===== src/hdl/mod_p25519_field_alu_top_assert.svh =====
// ----------------------------------------------------------------------------
// Assertion macros for the p25519 field ALU top level
// Each macro expects clk_i and rst_ni in scope.
// ----------------------------------------------------------------------------
`ifndef MOD_P25519_FIELD_ALU_TOP_ASSERT_SVH
`define MOD_P25519_FIELD_ALU_TOP_ASSERT_SVH

// Same-cycle implication.
`define MPF_ASSERT_IMP(lbl, ante, cons, msg) \
  lbl: assert property (@(posedge clk_i) disable iff (!rst_ni) (ante) |-> (cons)) \
    else $error(msg);

// Next-cycle implication.
`define MPF_ASSERT_NXT(lbl, ante, cons, msg) \
  lbl: assert property (@(posedge clk_i) disable iff (!rst_ni) (ante) |=> (cons)) \
    else $error(msg);

`endif


===== src/hdl/mpf_pkg.sv =====
`timescale 1ns / 1ps
// ----------------------------------------------------------------------------
// mpf_pkg
// Shared constants and types of the p25519 field ALU.
// ----------------------------------------------------------------------------
package mpf_pkg;

  localparam int unsigned FeW  = 256;  // field element width
  localparam int unsigned AccW = 262;  // wide accumulator, holds t_hi*38 + t_lo

  localparam logic [FeW-1:0] PRIME =
    256'h7fffffffffffffffffffffffffffffffffffffffffffffffffffffffffffffed;

  // item action codes
  localparam logic [1:0] ACT_ADD = 2'd0;
  localparam logic [1:0] ACT_SUB = 2'd1;
  localparam logic [1:0] ACT_MUL = 2'd2;
  localparam logic [1:0] ACT_POW = 2'd3;

  typedef enum logic [1:0] {
    ALU_ADD  = 2'd0,  // z = x + y
    ALU_FOLD = 2'd1,  // z = x[255:0] + x[261:256] * 38
    ALU_CSUB = 2'd2,  // z = x >= p ? x - p : x
    ALU_SUBM = 2'd3   // z = (x - y) mod p, both canonical
  } alu_op_e;

  typedef struct packed {
    logic           start;
    logic [FeW-1:0] x;
    logic [FeW-1:0] y;
  } mul_req_t;

endpackage


===== src/hdl/mpf_mul.sv =====
`timescale 1ns / 1ps
// ----------------------------------------------------------------------------
// mpf_mul
// 256x256 product by column scanning over one 32x32 multiplier.
// ----------------------------------------------------------------------------
module mpf_mul (
  input  logic                    clk_i,
  input  logic                    rst_ni,
  input  mpf_pkg::mul_req_t       req_i,
  output logic                    done_o,
  output logic [2*mpf_pkg::FeW-1:0] prod_o
);
  import mpf_pkg::*;

  logic [7:0][31:0]  x_q, y_q;
  logic              run_q;
  logic [3:0]        k_q;       // column
  logic [2:0]        i_q;       // word of x
  logic [3:0]        j_full;
  logic [2:0]        i_max;
  logic              col_end;
  logic [63:0]       p_q;       // registered partial product
  logic              v_q, last_q;
  logic [3:0]        kcol_q;
  logic [71:0]       acc_q, sum;
  logic [31:0]       t_q [16];
  logic              done_q;

  assign j_full  = k_q - {1'b0, i_q};
  assign i_max   = (k_q > 4'd7) ? 3'd7 : k_q[2:0];
  assign col_end = (i_q == i_max);
  assign sum     = acc_q + {8'd0, p_q};

  always_ff @(posedge clk_i or negedge rst_ni) begin
    if (!rst_ni) begin
      run_q  <= 1'b0;
      v_q    <= 1'b0;
      done_q <= 1'b0;
      k_q    <= '0;
      i_q    <= '0;
    end else begin
      done_q <= 1'b0;
      v_q    <= run_q;
      if (req_i.start && !run_q) begin
        run_q <= 1'b1;
        k_q   <= '0;
        i_q   <= '0;
      end else if (run_q) begin
        if (col_end) begin
          if (k_q == 4'd14) begin
            run_q <= 1'b0;
          end
          k_q <= k_q + 4'd1;
          i_q <= (k_q >= 4'd7) ? 3'(k_q - 4'd6) : 3'd0;
        end else begin
          i_q <= i_q + 3'd1;
        end
      end
      if (v_q && last_q && kcol_q == 4'd14) begin
        done_q <= 1'b1;
      end
    end
  end

  always_ff @(posedge clk_i) begin
    if (req_i.start && !run_q) begin
      x_q   <= req_i.x;
      y_q   <= req_i.y;
      acc_q <= '0;
    end
    p_q    <= 64'(x_q[i_q]) * 64'(y_q[j_full[2:0]]);
    last_q <= col_end;
    kcol_q <= k_q;
    if (v_q) begin
      if (last_q) begin
        t_q[kcol_q] <= sum[31:0];
        acc_q       <= {32'd0, sum[71:32]};
        if (kcol_q == 4'd14) begin
          t_q[15] <= sum[63:32];
        end
      end else begin
        acc_q <= sum;
      end
    end
  end

  assign done_o = done_q;
  assign prod_o = {t_q[15], t_q[14], t_q[13], t_q[12], t_q[11], t_q[10], t_q[9], t_q[8],
                   t_q[7], t_q[6], t_q[5], t_q[4], t_q[3], t_q[2], t_q[1], t_q[0]};
endmodule


===== config.mk =====
export PLATFORM = sky130hd
export DESIGN_NAME = mpf_mul
export DESIGN_NICKNAME = d
export VERILOG_FILES = /design/src/hdl/mod_p25519_field_alu_top_assert.svh /design/src/hdl/mpf_pkg.sv /design/src/hdl/mpf_mul.sv
export SDC_FILE = /design/constraint.sdc
export NUM_CORES = 2
export LEC_CHECK = 0
export BUFFER_PORTS_ARGS = -buffer_cell sky130_fd_sc_hd__buf_2
export CAP_MARGIN = 20
export CORE_UTILIZATION = 30
export CTS_BUF_LIST = sky130_fd_sc_hd__clkbuf_2 sky130_fd_sc_hd__clkbuf_4 sky130_fd_sc_hd__clkbuf_8
export DETAILED_ROUTE_END_ITERATION = 6
export PLACE_DENSITY = 0.5
export SYNTH_ARGS = -nofsm -noshare
export SYNTH_HDL_FRONTEND = slang
export SYNTH_SLANG_ARGS = --single-unit

===== constraint.sdc =====
create_clock -name clk_i -period 36.1 [get_ports clk_i]
set_input_delay 3.61 -clock clk_i [delete_from_list [all_inputs] [get_ports clk_i]]
set_output_delay 3.61 -clock clk_i [all_outputs]
set_load 0.005 [all_outputs]

==> impl_metrics.xml <==
<?xml version="1.0" encoding="UTF-8"?>
<metrics>
  <group name="run_status">
    <metric name="status" unit="">finished, final reports clean</metric>
  </group>
  <group name="synthesis">
    <metric name="synthArstFlopShare" unit="%">0.851</metric>
    <metric name="post_synth_fa_ha_maj_area_fraction" unit="%">29.1</metric>
    <metric name="synthesis.area_per_instance" unit="um^2">12.7</metric>
    <metric name="ys.flop_type" unit="">sky130_fd_sc_hd__edfxtp_1</metric>
    <metric name="synth_top_area_share" unit="%">43.2</metric>
    <metric name="seq_area_frac_synth" unit="%">45.4</metric>
    <metric name="most_frequent_cell_after_synthesis" unit="">sky130_fd_sc_hd__edfxtp_1</metric>
    <metric name="synth.top_cells.by_area" unit="">sky130_fd_sc_hd__edfxtp_1 (43%), sky130_fd_sc_hd__fa_1 (24%), sky130_fd_sc_hd__ha_1 (5.5%)</metric>
    <metric name="synth_area_leader_cell" unit="">sky130_fd_sc_hd__edfxtp_1</metric>
    <metric name="synth-seq-cells" unit="">1175</metric>
    <metric name="dominant_combinational_cell_family_by_area_after_synthesis" unit="">adder cells</metric>
    <metric name="post_synth_and_or_nand_nor_area_fraction" unit="%">8.40</metric>
    <metric name="synth_cell_types" unit="">76</metric>
    <metric name="synth_fp_nets" unit="">7747</metric>
    <metric name="synth.yosys.warnings" unit="">0</metric>
    <metric name="synth.area.mux_share" unit="%">5.53</metric>
    <metric name="synth-compound-area-share" unit="%">4.31</metric>
    <metric name="synth-edff-count" unit="">1096</metric>
    <metric name="synthesis.area" unit="mm^2">0.0762</metric>
    <metric name="syn_inst" unit="">6002</metric>
    <metric name="synth-xor-area-share" unit="%">1.53</metric>
    <metric name="most_frequent_cells_after_synthesis" unit="">sky130_fd_sc_hd__edfxtp_1 (1096), sky130_fd_sc_hd__inv_1 (901), sky130_fd_sc_hd__fa_1 (898)</metric>
  </group>
  <group name="clock_network">
    <metric name="tritoncts" unit="">done</metric>
    <metric name="postCtsSetupBuffers" unit="">0</metric>
    <metric name="number_of_levels_the_h_tree_was_split_into" unit="">4</metric>
    <metric name="ctsResizeCount" unit="">0</metric>
    <metric name="cts-root-buf" unit="">sky130_fd_sc_hd__clkbuf_8</metric>
    <metric name="cts_hold_repair.buffers" unit="">0</metric>
    <metric name="clk_path_buf_depth" unit="">3</metric>
    <metric name="clock_latency_of_the_later_clocked_register_in_the_worst_skew_pair" unit="ps">990</metric>
    <metric name="cts_made_buffers" unit="">195</metric>
    <metric name="clkTransAtPathRegs" unit="ps">60</metric>
    <metric name="cts_sinks" unit="">1175</metric>
  </group>
  <group name="critical_path">
    <metric name="timing.critical_path.to_type" unit="">flip-flop</metric>
    <metric name="r2r_setup_slack" unit="ps">25020</metric>
    <metric name="worstSetupPathDepth" unit="">28</metric>
    <metric name="worst-setup-path-type" unit="">flip-flop to flip-flop</metric>
    <metric name="critical_path_required" unit="ps">36930</metric>
    <metric name="cp_top_family" unit="">adder cells</metric>
    <metric name="critPathArrivalTime" unit="ps">11910</metric>
    <metric name="rr_startpoint" unit="">i_q[0]$_DFFE_PN0P_</metric>
    <metric name="crit_buf_inv" unit="">4</metric>
    <metric name="path_common_cell" unit="">sky130_fd_sc_hd__fa_1</metric>
    <metric name="worstReg2RegEnd" unit="">p_q[58]$_DFF_P_</metric>
    <metric name="critPathMaxStageDelay" unit="ps">1090</metric>
    <metric name="timing.reg2reg.worst_path_depth" unit="">28</metric>
    <metric name="worst-path-max-fanout" unit="">35</metric>
    <metric name="cpMaxStageDelayCell" unit="">sky130_fd_sc_hd__fa_4</metric>
    <metric name="critical_path_launch_point_type" unit="">flip-flop</metric>
  </group>
  <group name="floorplanning">
    <metric name="start_util" unit="%">30.2</metric>
    <metric name="ports" unit="">1028</metric>
    <metric name="std_cell_rows" unit="">184</metric>
    <metric name="die_height" unit="um">506</metric>
    <metric name="core-area" unit="mm^2">0.252</metric>
    <metric name="die_footprint" unit="mm^2">0.256</metric>
    <metric name="die_x" unit="um">506</metric>
  </group>
  <group name="cells_and_area">
    <metric name="layout-drive-gt1-share" unit="%">24.4</metric>
    <metric name="nets" unit="">8815</metric>
    <metric name="areaGrowthSynthToFinish" unit="%">18.7</metric>
    <metric name="post_layout_nonfiller_instances" unit="">10600</metric>
    <metric name="num-fill-cells" unit="">24869</metric>
  </group>
  <group name="place">
    <metric name="detailedPlacementHpwl" unit="mm">202</metric>
    <metric name="io_buffers" unit="">1027</metric>
    <metric name="place.gp.congestion" unit="">0.933</metric>
    <metric name="place.detailed.instances" unit="">10220</metric>
  </group>
  <group name="timing">
    <metric name="drv_slew" unit="">0</metric>
    <metric name="finalSetupViolations" unit="">0</metric>
    <metric name="unrepaired_setup_endpoints_after_global_routing" unit="">false</metric>
    <metric name="final.hold.worst_slack" unit="ps">570</metric>
    <metric name="worst_slew_pin_slew" unit="ps">1100</metric>
    <metric name="period_minus_slack" unit="ps">11080</metric>
    <metric name="timing.final.crit_share" unit="%">30.7</metric>
    <metric name="fmaxAchievable" unit="MHz">90.2</metric>
    <metric name="slew_headroom" unit="%">25.0</metric>
    <metric name="skew" unit="ps">89.6</metric>
    <metric name="hold_viol" unit="">0</metric>
    <metric name="setup_total_negative_slack" unit="ps">0</metric>
  </group>
  <group name="global_routing">
    <metric name="overflow" unit="">0</metric>
    <metric name="largest_net_degree_at_the_start_of_global_routing" unit="">157</metric>
    <metric name="first_global_vias" unit="">54518</metric>
    <metric name="grt_usage" unit="%">20.5</metric>
    <metric name="grt_pass1_wl" unit="mm">380</metric>
    <metric name="antenna_found_initial" unit="">39</metric>
  </group>
  <group name="routing">
    <metric name="drc" unit="">0</metric>
    <metric name="routed-via-count" unit="">51253</metric>
    <metric name="dr.first_iter.drc_count" unit="">4241</metric>
    <metric name="via_per_inst" unit="">4.84</metric>
    <metric name="firstDrtPassIters" unit="">6</metric>
    <metric name="route.detailed.wl_per_inst" unit="um">24.9</metric>
    <metric name="wirelength" unit="mm">264</metric>
    <metric name="postRouteAntennaNets" unit="">0</metric>
  </group>
  <group name="worst_hold_path">
    <metric name="hold-path-cell-count" unit="">0</metric>
    <metric name="hold_end" unit="">kcol_q[0]$_DFF_P_</metric>
    <metric name="worstHoldPathType" unit="">flip-flop to flip-flop</metric>
    <metric name="hold_path.startpoint" unit="">k_q[0]$_DFFE_PN0P_</metric>
  </group>
  <group name="flow_run">
    <metric name="timing.max_cap.violations" unit="">0</metric>
  </group>
</metrics>
cells in the final DEF (no fill, tap or decap), types with 69 or more instances in the layout:
| master | n |
|---|---|
| sky130_fd_sc_hd__buf_2 | 1027 |
| sky130_fd_sc_hd__nor2_1 | 703 |
| sky130_fd_sc_hd__inv_1 | 899 |
| sky130_fd_sc_hd__nand2_1 | 536 |
| sky130_fd_sc_hd__clkbuf_8 | 200 |
| sky130_fd_sc_hd__a21oi_1 | 143 |
| sky130_fd_sc_hd__a21o_1 | 74 |
| sky130_fd_sc_hd__edfxtp_1 | 1096 |
| sky130_fd_sc_hd__mux4_2 | 128 |
| sky130_fd_sc_hd__ha_1 | 331 |
| sky130_fd_sc_hd__fa_1 | 897 |
| sky130_fd_sc_hd__dfxtp_1 | 69 |
| sky130_fd_sc_hd__o21ai_0 | 110 |
| sky130_fd_sc_hd__buf_4 | 115 |
registers in the layout, indices dropped and copies added (netlist names):
name,cells
v_q,1
kcol_q,4
run_q,1
last_q,1
k_q,4
x_q,256
i_q,3
p_q,64
acc_q,72
y_q,256
done_o,1
t_q,512
how the worst max path moves through the flow:
stage	from	endpoint
finish	i_q[0]$_DFFE_PN0P_	p_q[58]$_DFF_P_
global route	i_q[0]$_DFFE_PN0P_	p_q[58]$_DFF_P_
CTS	i_q[0]$_DFFE_PN0P_	p_q[58]$_DFF_P_
detailed placement	i_q[0]$_DFFE_PN0P_	p_q[58]$_DFF_P_
global placement	i_q[0]$_DFFE_PN0P_	p_q[58]$_DFF_P_
floorplan	req_i[512]	x_q[0]$_DFFE_PP_
worst reg2reg max path: cells and delay by family (launching register included):
kind	cells	cell delay, ps
flip-flops	1	850
XOR/XNOR	1	170
buffers and inverters	4	880
multiplexers	1	1060
AO/OA/AOI/OAI	9	1700
adder cells (fa/ha/maj)	11	5840
AND/OR/NAND/NOR	2	470
area by class of cell:
class | instances | area (um^2) | area share (%)
multi-input cells | 3652 | 38000 | 42.0
flip-flops and latches | 1175 | 34600 | 38.2
repair buffers | 1144 | 6030 | 6.67
well taps | 3348 | 4190 | 4.64
inverters | 902 | 3390 | 3.76
clock buffers | 261 | 3210 | 3.55
clock inverters | 90 | 923 | 1.02
diodes | 28 | 70.1 | 0.0775
through the flow:
| stage | instance area, um^2 | util, % | setup slack [ps] |
|---|---|---|---|
| floorplan | 76200 | - | 21680 |
| global placement | 86100 | 34.2 | 25110 |
| detailed placement | 86100 | 34.2 | 25020 |
| CTS | 90300 | 35.8 | 24990 |
| global route | 90300 | 35.9 | 24290 |
| finish | 90400 | 35.9 | 25020 |
kinds of logic after synthesis:
group,Yosys count
adders and majority gates,1230
and+or+nand+nor,1529
AOI/OAI and AO/OA,507
muxes,254
buffers and inverters,1175
DFF,1175
xor gates and xnor gates,132
metal layers:
layer	vias to the layer above	track usage, %	routed length, um
li1	22037	-	-
met1	26263	25.3	105000
met2	2431	34.3	126000
met3	490	5.36	22600
met4	32	7.51	9640
met5	-	0	189
Power is left out: the tool's default activity adds up to more than one toggle a clock period on the data nets, which glitch-free logic cannot reach.
